`src/design/ecpi_pkg.sv`:
```
// ============================================================================
// ecpi_pkg
// Shared widths, codes and types of the encoder speed PI controller.
// ============================================================================
package ecpi_pkg;

    localparam int CNT_W      = 32;
    localparam int RPM_W      = 16;
    localparam int DUTY_W     = 11;
    localparam int ELAPSED_W  = 10;
    localparam int PPR_W      = 16;
    localparam int GAIN_W     = 16;
    localparam int ILIM_W     = 18;
    localparam int INTEG_W    = 20;
    localparam int ERR_W      = RPM_W + 1;
    localparam int CFG_IDX_W  = 3;
    localparam int CFG_DATA_W = 18;

    localparam int NUM_W = 47;
    localparam int DEN_W = ELAPSED_W + PPR_W;
    localparam int P_W   = ERR_W + GAIN_W + 1;
    localparam int I_W   = INTEG_W + GAIN_W + 1;
    localparam int S_W   = I_W + 1;
    localparam int RQ_W  = S_W - 8;

    localparam int RPM_SCALE    = 60000;
    localparam int MAX_DUTY_DEF = 1023;
    localparam int QDEPTH       = 2;

    localparam logic signed [RPM_W-1:0] DEAD_HI = 16'sd10;
    localparam logic signed [RPM_W-1:0] DEAD_LO = -16'sd10;

    typedef enum logic [CFG_IDX_W-1:0] {
        REG_PHASE_A_LEADS  = 3'd0,
        REG_PULSES_PER_REV = 3'd1,
        REG_TARGET_RPM     = 3'd2,
        REG_PROP_GAIN      = 3'd3,
        REG_INTEG_GAIN     = 3'd4,
        REG_INTEGRAL_LIMIT = 3'd5,
        REG_LOOP_ENABLE    = 3'd6,
        REG_MANUAL_DUTY    = 3'd7
    } t_cfg_reg;

    typedef enum logic [1:0] {
        OP_UP,
        OP_DOWN,
        OP_TICK
    } t_op;

    typedef enum logic [3:0] {
        ST_IDLE,
        ST_ABS,
        ST_MUL,
        ST_DIV_GO,
        ST_DIV_WAIT,
        ST_ERR,
        ST_INTEG,
        ST_MULP,
        ST_MULI,
        ST_SUM,
        ST_RND,
        ST_DONE
    } t_state;

    typedef struct packed {
        logic                  phase_a_leads;
        logic [PPR_W-1:0]      pulses_per_rev;
        logic [RPM_W-1:0]      target_rpm;
        logic [GAIN_W-1:0]     prop_gain;
        logic [GAIN_W-1:0]     integ_gain;
        logic [ILIM_W-1:0]     integral_limit;
        logic                  loop_enable;
        logic [DUTY_W-1:0]     manual_duty;
    } t_cfg;

    localparam t_cfg CFG_RESET = '{
        phase_a_leads:  1'b1,
        pulses_per_rev: 16'd1,
        target_rpm:     16'd0,
        prop_gain:      16'd768,
        integ_gain:     16'd256,
        integral_limit: 18'd1023,
        loop_enable:    1'b0,
        manual_duty:    11'd0
    };

    typedef struct packed {
        t_op                   op;
        logic [ELAPSED_W-1:0]  elapsed;
    } t_cmd;

    typedef struct packed {
        logic                  start;
        logic [NUM_W-1:0]      num;
        logic [DEN_W-1:0]      den;
    } t_div_req;

    typedef struct packed {
        logic                  done;
        logic [NUM_W-1:0]      quot;
    } t_div_rsp;

endpackage

```
`src/design/ecpi_in_if.sv`:
```
// ============================================================================
// ecpi_in_if
// Input item channel: encoder edge events and speed ticks.
// ============================================================================
interface ecpi_in_if;
    import ecpi_pkg::*;

    logic                 valid;
    logic                 ready;
    logic                 req_type;
    logic                 phase_b_level;
    logic [ELAPSED_W-1:0] elapsed_ms;

    modport source (output valid, output req_type, output phase_b_level,
                    output elapsed_ms, input ready);
    modport sink   (input valid, input req_type, input phase_b_level,
                    input elapsed_ms, output ready);
endinterface

```
`src/design/ecpi_out_if.sv`:
```
// ============================================================================
// ecpi_out_if
// Result item channel: count, speed, duty and update flag.
// ============================================================================
interface ecpi_out_if;
    import ecpi_pkg::*;

    logic                     valid;
    logic                     ready;
    logic signed [CNT_W-1:0]  pulse_count;
    logic signed [RPM_W-1:0]  speed_rpm;
    logic signed [DUTY_W-1:0] duty;
    logic                     duty_updated;

    modport source (output valid, output pulse_count, output speed_rpm,
                    output duty, output duty_updated, input ready);
    modport sink   (input valid, input pulse_count, input speed_rpm,
                    input duty, input duty_updated, output ready);
endinterface

```
`src/design/ecpi_front.sv`:
```
// ============================================================================
// ecpi_front
// Accepts input items, decodes them into count or tick commands and holds
// them in a short queue for the back end.
// ============================================================================
module ecpi_front (
    input  logic             i_clk,
    input  logic             i_rst_n,
    input  logic             i_phase_a_leads,
    ecpi_in_if.sink          i_req,
    output logic             o_cmd_valid,
    output ecpi_pkg::t_cmd   o_cmd,
    input  logic             i_cmd_pop
);
    import ecpi_pkg::*;

    localparam int PTR_W = $clog2(QDEPTH);
    localparam int CNTQ_W = $clog2(QDEPTH + 1);

    t_cmd              r_q_mem [QDEPTH];
    logic [PTR_W-1:0]  r_wr_ptr;
    logic [PTR_W-1:0]  r_rd_ptr;
    logic [CNTQ_W-1:0] r_count;
    logic              w_push;
    t_cmd              w_cmd;

    assign i_req.ready = (r_count != CNTQ_W'(QDEPTH));
    assign w_push      = i_req.valid && i_req.ready;
    assign o_cmd_valid = (r_count != '0);
    assign o_cmd       = r_q_mem[r_rd_ptr];

    always_comb begin
        w_cmd.elapsed = i_req.elapsed_ms;
        priority if (i_req.req_type) begin
            w_cmd.op = OP_TICK;
        end else if (i_req.phase_b_level == i_phase_a_leads) begin
            w_cmd.op = OP_UP;
        end else begin
            w_cmd.op = OP_DOWN;
        end
    end

    always_ff @(posedge i_clk) begin
        if (!i_rst_n) begin
            r_wr_ptr <= '0;
            r_rd_ptr <= '0;
            r_count  <= '0;
        end else begin
            if (w_push) begin
                r_wr_ptr <= (r_wr_ptr == PTR_W'(QDEPTH - 1)) ? '0 : r_wr_ptr + 1'b1;
            end
            if (i_cmd_pop) begin
                r_rd_ptr <= (r_rd_ptr == PTR_W'(QDEPTH - 1)) ? '0 : r_rd_ptr + 1'b1;
            end
            if (w_push && !i_cmd_pop) begin
                r_count <= r_count + 1'b1;
            end else if (!w_push && i_cmd_pop) begin
                r_count <= r_count - 1'b1;
            end
        end
    end

    always_ff @(posedge i_clk) begin
        if (w_push) begin
            r_q_mem[r_wr_ptr] <= w_cmd;
        end
    end

    a_count_bound: assert property (@(posedge i_clk) disable iff (!i_rst_n)
        r_count <= CNTQ_W'(QDEPTH))
        else $error("queue count beyond depth");

    a_pop_nonempty: assert property (@(posedge i_clk) disable iff (!i_rst_n)
        i_cmd_pop |=> (r_count != CNTQ_W'(QDEPTH)) || $past(w_push))
        else $error("queue full after pop without push");

endmodule

```
`src/design/ecpi_div.sv`:
```
// ============================================================================
// ecpi_div
// Radix-2 restoring divider, one quotient bit per cycle. A zero divisor
// yields a zero quotient.
// ============================================================================
module ecpi_div (
    input  logic               i_clk,
    input  logic               i_rst_n,
    input  ecpi_pkg::t_div_req i_req,
    output ecpi_pkg::t_div_rsp o_rsp
);
    import ecpi_pkg::*;

    localparam int STEP_W = $clog2(NUM_W);

    logic [DEN_W-1:0]  r_rem;
    logic [NUM_W-1:0]  r_q;
    logic [DEN_W-1:0]  r_den;
    logic              r_zero;
    logic [STEP_W-1:0] r_step;
    logic              r_busy;
    logic              r_done;

    logic [DEN_W:0]    w_sh;
    logic [DEN_W:0]    w_diff;
    logic              w_ge;

    assign w_sh   = {r_rem, r_q[NUM_W-1]};
    assign w_diff = w_sh - {1'b0, r_den};
    assign w_ge   = (w_sh >= {1'b0, r_den});

    assign o_rsp.done = r_done;
    assign o_rsp.quot = r_zero ? '0 : r_q;

    always_ff @(posedge i_clk) begin
        if (!i_rst_n) begin
            r_busy <= 1'b0;
            r_done <= 1'b0;
            r_step <= '0;
        end else begin
            r_done <= 1'b0;
            if (i_req.start) begin
                r_busy <= 1'b1;
                r_step <= '0;
            end else if (r_busy) begin
                r_step <= r_step + 1'b1;
                if (r_step == STEP_W'(NUM_W - 1)) begin
                    r_busy <= 1'b0;
                    r_done <= 1'b1;
                end
            end
        end
    end

    always_ff @(posedge i_clk) begin
        if (i_req.start) begin
            r_rem  <= '0;
            r_q    <= i_req.num;
            r_den  <= i_req.den;
            r_zero <= (i_req.den == '0);
        end else if (r_busy) begin
            r_rem <= w_ge ? w_diff[DEN_W-1:0] : w_sh[DEN_W-1:0];
            r_q   <= {r_q[NUM_W-2:0], w_ge};
        end
    end

    a_no_early_done: assert property (@(posedge i_clk) disable iff (!i_rst_n)
        i_req.start |=> !r_done)
        else $error("divider done right after start");

    a_done_idle: assert property (@(posedge i_clk) disable iff (!i_rst_n)
        r_done |-> !r_busy)
        else $error("divider done while busy");

endmodule

```
`src/design/ecpi_back.sv`:
```
// ============================================================================
// ecpi_back
// Executes queued commands: edge counting, speed measurement, PI duty
// update and the registered result stage.
// ============================================================================
module ecpi_back #(
    parameter int MAX_DUTY = ecpi_pkg::MAX_DUTY_DEF
) (
    input  logic               i_clk,
    input  logic               i_rst_n,
    input  ecpi_pkg::t_cfg     i_cfg,
    input  logic               i_cfg_wr,
    input  logic               i_cmd_valid,
    input  ecpi_pkg::t_cmd     i_cmd,
    output logic               o_cmd_pop,
    output ecpi_pkg::t_div_req o_div_req,
    input  ecpi_pkg::t_div_rsp i_div_rsp,
    ecpi_out_if.source         o_rsp
);
    import ecpi_pkg::*;

    localparam logic signed [RQ_W-1:0] DUTY_HI = RQ_W'(MAX_DUTY);
    localparam logic signed [RQ_W-1:0] DUTY_LO = -DUTY_HI;
    localparam logic [NUM_W-1:0] POS_LIM = NUM_W'(32767);
    localparam logic [NUM_W-1:0] NEG_LIM = NUM_W'(32768);
    localparam logic [RPM_W-1:0] SCALE   = RPM_W'(RPM_SCALE);

    t_state r_state;
    t_state n_state;

    logic [CNT_W-1:0]     r_count;
    logic [CNT_W-1:0]     r_last;
    logic [RPM_W-1:0]     r_rpm;
    logic [INTEG_W-1:0]   r_integ;
    logic [DUTY_W-1:0]    r_duty;

    logic [CNT_W-1:0]     r_delta;
    logic [CNT_W-1:0]     r_dmag;
    logic                 r_neg;
    logic [ELAPSED_W-1:0] r_elapsed;
    logic [NUM_W-1:0]     r_num;
    logic [DEN_W-1:0]     r_den;
    logic [ERR_W-1:0]     r_err;
    logic [P_W-1:0]       r_pterm;
    logic [I_W-1:0]       r_iterm;
    logic [S_W-1:0]       r_sum;

    logic                 r_out_valid;
    logic [CNT_W-1:0]     r_out_count;
    logic [RPM_W-1:0]     r_out_rpm;
    logic [DUTY_W-1:0]    r_out_duty;
    logic                 r_out_upd;

    logic                 w_out_free;
    logic                 w_out_load;
    logic                 w_count_step;
    logic [CNT_W-1:0]     w_count_next;
    logic                 w_dead;
    logic                 w_pi_run;
    logic [RPM_W-1:0]     w_rpm_sat;
    logic [CNT_W+RPM_W-1:0]   w_num_prod;
    logic [DEN_W-1:0]         w_den_prod;
    logic signed [ERR_W-1:0]  w_err;
    logic signed [INTEG_W:0]  w_isum;
    logic signed [INTEG_W:0]  w_lim;
    logic signed [INTEG_W:0]  w_nlim;
    logic signed [INTEG_W:0]  w_iclamp;
    logic signed [P_W-1:0]    w_p;
    logic signed [I_W-1:0]    w_i;
    logic [S_W-1:0]           w_rnd;
    logic signed [RQ_W-1:0]   w_rq;
    logic signed [RQ_W-1:0]   w_man;
    logic signed [RQ_W-1:0]   w_duty_sat;
    logic signed [RQ_W-1:0]   w_man_sat;

    assign w_out_free   = !r_out_valid || o_rsp.ready;
    assign w_count_next = (i_cmd.op == OP_UP) ? r_count + 1'b1 : r_count - 1'b1;
    assign w_dead   = ($signed(i_cfg.target_rpm) < DEAD_HI) &&
                      ($signed(i_cfg.target_rpm) > DEAD_LO);
    assign w_pi_run = i_cfg.loop_enable && !w_dead;

    always_comb begin
        if (!r_neg) begin
            w_rpm_sat = (i_div_rsp.quot > POS_LIM) ? 16'h7FFF : i_div_rsp.quot[RPM_W-1:0];
        end else begin
            w_rpm_sat = (i_div_rsp.quot > NEG_LIM) ? 16'h8000
                                                   : ~i_div_rsp.quot[RPM_W-1:0] + 1'b1;
        end
    end

    assign w_num_prod = {{RPM_W{1'b0}}, r_dmag} * {{CNT_W{1'b0}}, SCALE};
    assign w_den_prod = {{PPR_W{1'b0}}, r_elapsed} * {{ELAPSED_W{1'b0}}, i_cfg.pulses_per_rev};

    assign w_err  = $signed({i_cfg.target_rpm[RPM_W-1], i_cfg.target_rpm})
                  - $signed({r_rpm[RPM_W-1], r_rpm});
    assign w_isum = $signed({r_integ[INTEG_W-1], r_integ})
                  + $signed({{(INTEG_W+1-ERR_W){r_err[ERR_W-1]}}, r_err});
    assign w_lim  = $signed({{(INTEG_W+1-ILIM_W){1'b0}}, i_cfg.integral_limit});
    assign w_nlim = -w_lim;

    always_comb begin
        priority if (w_isum > w_lim) begin
            w_iclamp = w_lim;
        end else if (w_isum < w_nlim) begin
            w_iclamp = w_nlim;
        end else begin
            w_iclamp = w_isum;
        end
    end

    assign w_p = $signed(r_err) * $signed({1'b0, i_cfg.prop_gain});
    assign w_i = $signed(r_integ) * $signed({1'b0, i_cfg.integ_gain});

    assign w_rnd = r_sum + (r_sum[S_W-1] ? S_W'(127) : S_W'(128));
    assign w_rq  = $signed(w_rnd[S_W-1:8]);
    assign w_man = $signed({{(RQ_W-DUTY_W){i_cfg.manual_duty[DUTY_W-1]}}, i_cfg.manual_duty});

    always_comb begin
        priority if (w_rq > DUTY_HI) begin
            w_duty_sat = DUTY_HI;
        end else if (w_rq < DUTY_LO) begin
            w_duty_sat = DUTY_LO;
        end else begin
            w_duty_sat = w_rq;
        end
        priority if (w_man > DUTY_HI) begin
            w_man_sat = DUTY_HI;
        end else if (w_man < DUTY_LO) begin
            w_man_sat = DUTY_LO;
        end else begin
            w_man_sat = w_man;
        end
    end

    always_ff @(posedge i_clk) begin
        if (!i_rst_n) begin
            r_state <= ST_IDLE;
        end else begin
            r_state <= n_state;
        end
    end

    always_comb begin
        n_state         = r_state;
        o_cmd_pop       = 1'b0;
        w_out_load      = 1'b0;
        w_count_step    = 1'b0;
        o_div_req.start = 1'b0;
        o_div_req.num   = r_num;
        o_div_req.den   = r_den;
        unique case (r_state)
            ST_IDLE: begin
                if (i_cmd_valid) begin
                    if (i_cmd.op == OP_TICK) begin
                        o_cmd_pop = 1'b1;
                        n_state   = ST_ABS;
                    end else if (w_out_free) begin
                        o_cmd_pop    = 1'b1;
                        w_count_step = 1'b1;
                        w_out_load   = 1'b1;
                    end
                end
            end
            ST_ABS:    n_state = ST_MUL;
            ST_MUL:    n_state = ST_DIV_GO;
            ST_DIV_GO: begin
                o_div_req.start = 1'b1;
                n_state         = ST_DIV_WAIT;
            end
            ST_DIV_WAIT: begin
                if (i_div_rsp.done) begin
                    n_state = w_pi_run ? ST_ERR : ST_DONE;
                end
            end
            ST_ERR:    n_state = ST_INTEG;
            ST_INTEG:  n_state = ST_MULP;
            ST_MULP:   n_state = ST_MULI;
            ST_MULI:   n_state = ST_SUM;
            ST_SUM:    n_state = ST_RND;
            ST_RND:    n_state = ST_DONE;
            ST_DONE: begin
                if (w_out_free) begin
                    w_out_load = 1'b1;
                    n_state    = ST_IDLE;
                end
            end
            default:   n_state = ST_IDLE;
        endcase
    end

    // architectural state
    always_ff @(posedge i_clk) begin
        if (!i_rst_n) begin
            r_count <= '0;
            r_last  <= '0;
            r_rpm   <= '0;
            r_integ <= '0;
            r_duty  <= '0;
        end else begin
            if (i_cfg_wr && !i_cfg.loop_enable) begin
                r_duty  <= w_man_sat[DUTY_W-1:0];
                r_integ <= '0;
            end
            if (w_count_step) begin
                r_count <= w_count_next;
            end
            if (r_state == ST_IDLE && o_cmd_pop && i_cmd.op == OP_TICK) begin
                r_last <= r_count;
            end
            if (r_state == ST_DIV_WAIT && i_div_rsp.done) begin
                r_rpm <= w_rpm_sat;
                if (i_cfg.loop_enable && w_dead) begin
                    r_duty <= '0;
                end
            end
            if (r_state == ST_INTEG) begin
                r_integ <= w_iclamp[INTEG_W-1:0];
            end
            if (r_state == ST_RND) begin
                r_duty <= w_duty_sat[DUTY_W-1:0];
            end
        end
    end

    // tick datapath
    always_ff @(posedge i_clk) begin
        unique case (r_state)
            ST_IDLE: begin
                r_delta   <= r_count - r_last;
                r_elapsed <= i_cmd.elapsed;
            end
            ST_ABS: begin
                r_neg  <= r_delta[CNT_W-1];
                r_dmag <= r_delta[CNT_W-1] ? ~r_delta + 1'b1 : r_delta;
            end
            ST_MUL: begin
                r_num <= w_num_prod[NUM_W-1:0];
                r_den <= w_den_prod;
            end
            ST_ERR:  r_err   <= w_err;
            ST_MULP: r_pterm <= w_p;
            ST_MULI: r_iterm <= w_i;
            ST_SUM: begin
                r_sum <= $signed({{(S_W-P_W){r_pterm[P_W-1]}}, r_pterm})
                       + $signed({{(S_W-I_W){r_iterm[I_W-1]}}, r_iterm});
            end
            default: begin
            end
        endcase
    end

    always_ff @(posedge i_clk) begin
        if (!i_rst_n) begin
            r_out_valid <= 1'b0;
        end else if (w_out_load) begin
            r_out_valid <= 1'b1;
        end else if (o_rsp.ready) begin
            r_out_valid <= 1'b0;
        end
    end

    always_ff @(posedge i_clk) begin
        if (w_out_load) begin
            r_out_count <= (r_state == ST_DONE) ? r_count : w_count_next;
            r_out_rpm   <= r_rpm;
            r_out_duty  <= r_duty;
            r_out_upd   <= (r_state == ST_DONE);
        end
    end

    assign o_rsp.valid        = r_out_valid;
    assign o_rsp.pulse_count  = $signed(r_out_count);
    assign o_rsp.speed_rpm    = $signed(r_out_rpm);
    assign o_rsp.duty         = $signed(r_out_duty);
    assign o_rsp.duty_updated = r_out_upd;

    a_duty_range: assert property (@(posedge i_clk) disable iff (!i_rst_n)
        (MAX_DUTY > 1023) ||
        (($signed(r_duty) <= MAX_DUTY) && ($signed(r_duty) >= -MAX_DUTY)))
        else $error("drive duty outside limit");

    a_integ_off: assert property (@(posedge i_clk) disable iff (!i_rst_n)
        (!i_cfg.loop_enable && !i_cfg_wr) |-> (r_integ == '0))
        else $error("integral not cleared with loop off");

endmodule

```
`src/design/encoder_speed_pi_controller.sv`:
```
// Event item: result registered after the queue stage, one event per cycle
//   sustained while the result side keeps up and no tick item is in progress.
// Tick item: states ABS, MUL, DIV_GO, DIV_WAIT, then with PI active ERR, INTEG,
//   MULP, MULI, SUM and RND, before DONE; DIV_WAIT waits on the 47-step radix-2 divider.
// Synchronous active-low reset clears counts, speed, integral and duty and
//   loads register defaults; no clearing pass.
// ============================================================================
// encoder_speed_pi_controller
// Quadrature encoder edge counter with rpm measurement and PI duty control.
// ============================================================================
module encoder_speed_pi_controller #(
    parameter int MAX_DUTY = ecpi_pkg::MAX_DUTY_DEF
) (
    input  logic                              i_clk,
    input  logic                              i_rst_n,
    input  logic                              i_cfg_we,
    input  logic [ecpi_pkg::CFG_IDX_W-1:0]    i_cfg_idx,
    input  logic [ecpi_pkg::CFG_DATA_W-1:0]   i_cfg_data,
    ecpi_in_if.sink                           i_req,
    ecpi_out_if.source                        o_rsp
);
    import ecpi_pkg::*;

    t_cfg     r_cfg;
    logic     r_cfg_wr;
    logic     w_cmd_valid;
    t_cmd     w_cmd;
    logic     w_cmd_pop;
    t_div_req w_div_req;
    t_div_rsp w_div_rsp;

    always_ff @(posedge i_clk) begin
        if (!i_rst_n) begin
            r_cfg    <= CFG_RESET;
            r_cfg_wr <= 1'b0;
        end else begin
            r_cfg_wr <= i_cfg_we;
            if (i_cfg_we) begin
                unique case (t_cfg_reg'(i_cfg_idx))
                    REG_PHASE_A_LEADS:  r_cfg.phase_a_leads  <= i_cfg_data[0];
                    REG_PULSES_PER_REV: r_cfg.pulses_per_rev <= i_cfg_data[PPR_W-1:0];
                    REG_TARGET_RPM:     r_cfg.target_rpm     <= i_cfg_data[RPM_W-1:0];
                    REG_PROP_GAIN:      r_cfg.prop_gain      <= i_cfg_data[GAIN_W-1:0];
                    REG_INTEG_GAIN:     r_cfg.integ_gain     <= i_cfg_data[GAIN_W-1:0];
                    REG_INTEGRAL_LIMIT: r_cfg.integral_limit <= i_cfg_data[ILIM_W-1:0];
                    REG_LOOP_ENABLE:    r_cfg.loop_enable    <= i_cfg_data[0];
                    REG_MANUAL_DUTY:    r_cfg.manual_duty    <= i_cfg_data[DUTY_W-1:0];
                endcase
            end
        end
    end

    ecpi_front u_front (
        .i_clk           (i_clk),
        .i_rst_n         (i_rst_n),
        .i_phase_a_leads (r_cfg.phase_a_leads),
        .i_req           (i_req),
        .o_cmd_valid     (w_cmd_valid),
        .o_cmd           (w_cmd),
        .i_cmd_pop       (w_cmd_pop)
    );

    ecpi_div u_div (
        .i_clk   (i_clk),
        .i_rst_n (i_rst_n),
        .i_req   (w_div_req),
        .o_rsp   (w_div_rsp)
    );

    ecpi_back #(
        .MAX_DUTY (MAX_DUTY)
    ) u_back (
        .i_clk       (i_clk),
        .i_rst_n     (i_rst_n),
        .i_cfg       (r_cfg),
        .i_cfg_wr    (r_cfg_wr),
        .i_cmd_valid (w_cmd_valid),
        .i_cmd       (w_cmd),
        .o_cmd_pop   (w_cmd_pop),
        .o_div_req   (w_div_req),
        .i_div_rsp   (w_div_rsp),
        .o_rsp       (o_rsp)
    );

endmodule

```
`src/flat_wrapper.sv`:
```
// flat-port wrapper written by rule: the top's interface ports become plain ports
module encoder_speed_pi_controller_flat import ecpi_pkg::*;
#(
    parameter int MAX_DUTY = ecpi_pkg::MAX_DUTY_DEF
)
  (i_clk, i_rst_n, i_cfg_we, i_cfg_idx, i_cfg_data, i_req_valid, i_req_req_type, i_req_phase_b_level, i_req_elapsed_ms, i_req_ready, o_rsp_valid, o_rsp_pulse_count, o_rsp_speed_rpm, o_rsp_duty, o_rsp_duty_updated, o_rsp_ready);
  ecpi_in_if i_req_i ();
  ecpi_out_if o_rsp_i ();
  input  logic i_clk;
  input  logic i_rst_n;
  input  logic i_cfg_we;
  input  logic [ecpi_pkg::CFG_IDX_W-1:0] i_cfg_idx;
  input  logic [ecpi_pkg::CFG_DATA_W-1:0] i_cfg_data;
  input wire logic [$bits(i_req_i.valid)-1:0] i_req_valid;
  input wire logic [$bits(i_req_i.req_type)-1:0] i_req_req_type;
  input wire logic [$bits(i_req_i.phase_b_level)-1:0] i_req_phase_b_level;
  input wire logic [$bits(i_req_i.elapsed_ms)-1:0] i_req_elapsed_ms;
  output wire logic [$bits(i_req_i.ready)-1:0] i_req_ready;
  output wire logic [$bits(o_rsp_i.valid)-1:0] o_rsp_valid;
  output wire logic [$bits(o_rsp_i.pulse_count)-1:0] o_rsp_pulse_count;
  output wire logic [$bits(o_rsp_i.speed_rpm)-1:0] o_rsp_speed_rpm;
  output wire logic [$bits(o_rsp_i.duty)-1:0] o_rsp_duty;
  output wire logic [$bits(o_rsp_i.duty_updated)-1:0] o_rsp_duty_updated;
  input wire logic [$bits(o_rsp_i.ready)-1:0] o_rsp_ready;
  assign i_req_i.valid = i_req_valid;
  assign i_req_i.req_type = i_req_req_type;
  assign i_req_i.phase_b_level = i_req_phase_b_level;
  assign i_req_i.elapsed_ms = i_req_elapsed_ms;
  assign i_req_ready = i_req_i.ready;
  assign o_rsp_valid = o_rsp_i.valid;
  assign o_rsp_pulse_count = o_rsp_i.pulse_count;
  assign o_rsp_speed_rpm = o_rsp_i.speed_rpm;
  assign o_rsp_duty = o_rsp_i.duty;
  assign o_rsp_duty_updated = o_rsp_i.duty_updated;
  assign o_rsp_i.ready = o_rsp_ready;
  encoder_speed_pi_controller #(.MAX_DUTY(MAX_DUTY)) u_core (.i_clk(i_clk), .i_rst_n(i_rst_n), .i_cfg_we(i_cfg_we), .i_cfg_idx(i_cfg_idx), .i_cfg_data(i_cfg_data), .i_req(i_req_i), .o_rsp(o_rsp_i));
endmodule
```
`config.mk`:
```
export PLATFORM = sky130hd
export DESIGN_NAME = encoder_speed_pi_controller_flat
export DESIGN_NICKNAME = d
export VERILOG_FILES = /design/src/design/ecpi_pkg.sv /design/src/design/ecpi_in_if.sv /design/src/design/ecpi_out_if.sv /design/src/design/ecpi_front.sv /design/src/design/ecpi_div.sv /design/src/design/ecpi_back.sv /design/src/design/encoder_speed_pi_controller.sv /design/src/flat_wrapper.sv
export SDC_FILE = /design/constraint.sdc
export NUM_CORES = 2
export LEC_CHECK = 0
export BUFFER_PORTS_ARGS = -buffer_cell sky130_fd_sc_hd__clkbuf_2
export CAP_MARGIN = 20
export CORE_UTILIZATION = 66
export DETAILED_ROUTE_END_ITERATION = 10
export MAX_ROUTING_LAYER = met4
export PLACE_DENSITY_LB_ADDON = 0.05
export SETUP_SLACK_MARGIN = 0.15
export SLEW_MARGIN = 0
export SYNTH_ARGS = -nofsm -noshare
export SYNTH_HDL_FRONTEND = slang
export SYNTH_SLANG_ARGS = --single-unit
```
`constraint.sdc`:
```
create_clock -name i_clk -period 13 [get_ports i_clk]
set_clock_uncertainty 0.15 [all_clocks]
set_input_delay 1.95 -clock i_clk [delete_from_list [all_inputs] [get_ports i_clk]]
set_output_delay 1.95 -clock i_clk [all_outputs]
set_load 0.05 [all_outputs]
```
==> results.md <==
| Metric | Value |
| --- | --- |
| Worst-Margin Slew | 1140 ps |
| Clk pwr share | 14.2% |
| Crit path setup slack, layout | 5430 ps |
| Global-route wire length before repair | 267000 um |
| Antenna violations before repair | 10 |
| Number of nets in the layout | 8745 |
| Sequential element share of the synthesized area | 26.1% |
| Overflow after GRT | 0 |
| Sequence of cells on the critical path | nand2_1 > fa_1 > inv_1 > fa_1 > fa_1 > fa_1 > fa_1 > inv_1 > fa_1 > inv_1 > ha_1 > a21o_1 > a21o_1 > a21oi_1 > o21ai_0 > a31oi_1 > a21oi_1 > o21a_1 > nor2_1 > xnor2_1 |
| Final Cycle Share | 58.2% |
| Slowest stage cell on the critical path | sky130_fd_sc_hd__edfxtp_1 |
| Count of boundary I/O pins | 100 |
| Initial detailed-routing violation count | 3595 |
| Max incr delay on CP | 1030 ps |
| Effective utilization at floorplan | 66.8% |
| Number of detailed-route iterations in the first pass | 6 |
| GRT Util Overall | 33.4% |
| Worst EP arrival | 7830 ps |
| Switching share of power | 45.4% |
| Share of the synthesized area in the top cell type | 25.1% |
| Largest vdd supply drop | 0.000435 V |
| Bufs on Longest Clock Path | 3 |
| Hold crit path type | flop to flop |
| Fill count | 7965 |
| Hold wc startpoint | u_core.u_back.r_duty[3]$_SDFF_PN0_ |
| Start-to-end type of the worst setup path | flop to flop |
| Crit end category | flop |
| Element type at the critical path start | flop |
| Synth warn | 0 |
| CTS hold repair buffers | 0 |
| Time the final worst path needs with I/O delays and setup | 7570 ps |
| Total count of max-transition violations in the final report | 0 |
| Total die area | 105000 um2 |
| Synthesized flop and latch total | 678 |
| Weighted congestion reported at the end of routability-driven placement | 0.922 |
| Crit-path max FO | 20 |
| Post-synthesis cell type count | 84 |
| Worst setup slack before clock tree synthesis | 5520 ps |
| Cell leakage power | 34.0 nW |
| Share of post-route cells with drive strength above 1 | 4.72% |
| Outcome | complete, no violations |
| Routed wire length | 164000 um |
| Clock edge transition at the registers on the reported setup and hold paths | 70 ps |
| Maximum number of pins on one net before global-route repair | 103 |
| Core area | 102000 um2 |
| Required time reported for the critical path endpoint | 13260 ps |
| Syn avg cell area | 9.32 um2 |
| Number of cells on the worst hold path | 0 |
| Fmax | 0.132 GHz |
| Total count of hold-check failures in the final report | 0 |
| Via density | 5.74 |
| Most common library cell in the layout ignoring fill and taps | sky130_fd_sc_hd__inv_1 |
| Count of instances resized after the clock tree is built | 0 |
| Area delta synth->final | 6.73% |
| Total half-perimeter wirelength after legalization and detailed placement | 127000 um |
| Number of levels in the clock H-tree | 3 |
| Clock latency of the later-clocked register in the worst-skew pair | 680 ps |
| Number of buffers added for setup after CTS | 0 |
| CTS tree | done |
| FF-to-FF Start | u_core.u_back.r_err[16]$_DFFE_PP_ |
| Switching Power | 7.81 mW |
| Combinational Power Share | 64.3% |
| Most common cell type on the critical path | sky130_fd_sc_hd__fa_1 |
| Largest cells by area after synthesis | sky130_fd_sc_hd__fa_1, sky130_fd_sc_hd__edfxtp_1, sky130_fd_sc_hd__ha_1 |
| Number of global-route vias before repair | 51.2k |
| Cell area after synthesis | 68300 um2 |
| Power per cell area | 236 nW/um2 |
| Number of buffers and inverters on the critical path | 3 |
| Proportion of register bits with asynchronous set or reset after synthesis | 0% |
| Rel. slew slack | 21.9% |
| Horizontal die dimension | 324 um |
| Total number of cells along the worst setup path | 20 |
| Int Pwr | 9.39 mW |
| Die outline height | 324 um |
| Root buf cell | sky130_fd_sc_hd__clkbuf_16 |
| Final total negative setup slack | 0 ps |
| Kind of cell with the highest combined delay on the critical path | adder cells |
| Via total after detailed routing | 50.2k |
| Setup violation total in the final timing report | 0 |
| Synth Flop Type | sky130_fd_sc_hd__edfxtp_1 |
| Number of buffer cells added on primary ports | 99 |
| Number of violations of the max-capacitance limit | 0 |
| Highest-count cells in the layout ignoring fill and taps | sky130_fd_sc_hd__inv_1, sky130_fd_sc_hd__nand2_1, sky130_fd_sc_hd__fa_1, sky130_fd_sc_hd__ha_1, sky130_fd_sc_hd__edfxtp_1 |
| CTS sink cnt | 678 |
| Dominant cell type by area after synthesis | sky130_fd_sc_hd__fa_1 |
| Number of enable flip-flop cells after synthesis | 427 |
| Register share of total power | 21.5% |
| Post-detailed-route wirelength per cell | 18.7 um |
| Unrepaired setup endpoints after global routing | false |
| Number of cells traversed by the worst register-to-register path | 20 |
| DRC violation count after routing | 0 |
| Worst setup path startpoint | u_core.u_back.r_err[16]$_DFFE_PP_ |
| Number of clock buffers inserted by TritonCTS | 77 |
| Post-Syn Nets | 8777 |
| Number of nets still failing antenna checks after routing | 0 |
| Number of standard cells after synthesis | 7324 |
| Row Count | 117 |
-- logic make-up after synthesis --
| logic type | synth area share (%) |
|---|---|
| AO/OA/AOI/OAI | 10.5 |
| XOR/XNOR | 4.25 |
| adder cells (fa/ha/maj) | 35.4 |
| buffers and inverters | 8.63 |
| flip-flops | 26.1 |
| multiplexers | 0.772 |
| AND/OR/NAND/NOR | 14.4 |
-- stage by stage --
step | area [um2] | total power, mW | utilization, % | std cells | hold slack, ps
2_1_floorplan | 68300 | 12.3 | - | 7324 | 258
3_3_place_gp | 69900 | 14.4 | 68.4 | 8576 | 264
3_5_place_dp | 69900 | 14.7 | 68.4 | 8577 | 264
4_1_cts | 72800 | 17.2 | 71.2 | 8721 | 290
5_1_grt | 72900 | 18.8 | 71.3 | 8733 | 299
6_report | 72900 | 17.2 | 71.3 | 8733 | 292
-- per-layer routing --
layer  track usage [%]  vias to the layer above  share of wire (%)  wire (um)
met3              7.28                      320                7.6      12500
met2              52.6                     1456                 47      76100
met5                 -                        -                  0          0
met1              43.7                    24900                 43      70700
li1                  -                    23500                  -          -
met4              9.76                        0                2.6       4270
-- cell type report --
type | instances | area [um2] | area share (%)
Multi-Input combinational cell | 5079 | 44600 | 61.2
Timing Repair Buffer | 139 | 857 | 1.18
Inverter | 1317 | 4950 | 6.79
Tap cell | 1368 | 1710 | 2.35
Sequential cell | 678 | 17800 | 24.5
Antenna cell | 8 | 20.0 | 0.0275
Clock inverter | 45 | 709 | 0.974
Clock buffer | 99 | 2140 | 2.94
-- worst paths after layout --
| check | endpoint | slack (ps) |
|---|---|---|
| setup / recovery | u_core.u_back.r_pterm[33]$_DFFE_PP_ | 5430 |
| hold / removal | u_core.u_back.o_rsp.duty[3]$_DFFE_PP_ | 290 |
| setup reg to reg | u_core.u_back.r_pterm[33]$_DFFE_PP_ | 5430 |
| hold reg to reg | u_core.u_back.o_rsp.duty[3]$_DFFE_PP_ | 290 |
-- power by group through the flow --
stage                     Clock (mW)  Sequential (mW)  Combinational (mW)
after floorplan                    0             3.90                8.44
after global placement             0             3.72                10.6
after detailed placement           0             3.73                11.0
after CTS                       2.48             3.69                11.1
after global routing            2.56             3.74                12.5
final                           2.45             3.69                11.1
-- synthesized netlist by cell type, types with 228 or more instances --
| cell type | instances |
|---|---|
| sky130_fd_sc_hd__o21ai_0 | 269 |
| sky130_fd_sc_hd__dfxtp_1 | 251 |
| sky130_fd_sc_hd__xnor2_1 | 228 |
| sky130_fd_sc_hd__nor2_1 | 308 |
| sky130_fd_sc_hd__inv_1 | 1315 |
| sky130_fd_sc_hd__edfxtp_1 | 427 |
| sky130_fd_sc_hd__clkbuf_1 | 236 |
| sky130_fd_sc_hd__a21oi_1 | 418 |
| sky130_fd_sc_hd__ha_1 | 558 |
| sky130_fd_sc_hd__fa_1 | 857 |
| sky130_fd_sc_hd__and2_1 | 335 |
| sky130_fd_sc_hd__nand2_1 | 1042 |
-- worst reg2reg max path, stage by stage, from the launching register on --
cell and delay [ps]:
sky130_fd_sc_hd__edfxtp_1 1030, sky130_fd_sc_hd__nand2_1 290, sky130_fd_sc_hd__fa_1 750, sky130_fd_sc_hd__inv_1 140, sky130_fd_sc_hd__fa_1 920, sky130_fd_sc_hd__fa_1 540, sky130_fd_sc_hd__fa_1 480, sky130_fd_sc_hd__fa_1 550
sky130_fd_sc_hd__inv_1 50, sky130_fd_sc_hd__fa_1 520, sky130_fd_sc_hd__inv_1 50, sky130_fd_sc_hd__ha_1 360, sky130_fd_sc_hd__a21o_1 180, sky130_fd_sc_hd__a21o_1 170, sky130_fd_sc_hd__a21oi_1 290, sky130_fd_sc_hd__o21ai_0 140
sky130_fd_sc_hd__a31oi_1 220, sky130_fd_sc_hd__a21oi_1 120, sky130_fd_sc_hd__o21a_1 180, sky130_fd_sc_hd__nor2_1 110, sky130_fd_sc_hd__xnor2_1 80
-- sequential cells by signal (all words and copies together) (netlist names), 6 cells and up, named ones only --
name                             cells
u_core.r_cfg                        95
u_core.u_div.r_q                    47
u_core.u_back.r_num                 42
u_core.u_back.r_sum                 38
u_core.u_back.r_iterm               37
u_core.u_back.r_pterm               34
u_core.u_back.o_rsp.pulse_count     32
u_core.u_back.r_count               32
u_core.u_back.r_delta               32
u_core.u_back.r_dmag                32
u_core.u_back.r_last                32
u_core.u_back.r_den                 26
u_core.u_div.r_den                  26
u_core.u_div.r_rem                  26
u_core.u_front.r_q_mem              24
u_core.u_back.r_integ               20
u_core.u_back.r_err                 17
u_core.u_back.o_rsp.speed_rpm       16
u_core.u_back.r_rpm                 16
u_core.u_back.o_rsp.duty            11
u_core.u_back.r_duty                11
u_core.u_back.r_elapsed             10
u_core.u_div.r_step                  6
Power figures use the tool's default switching activity.
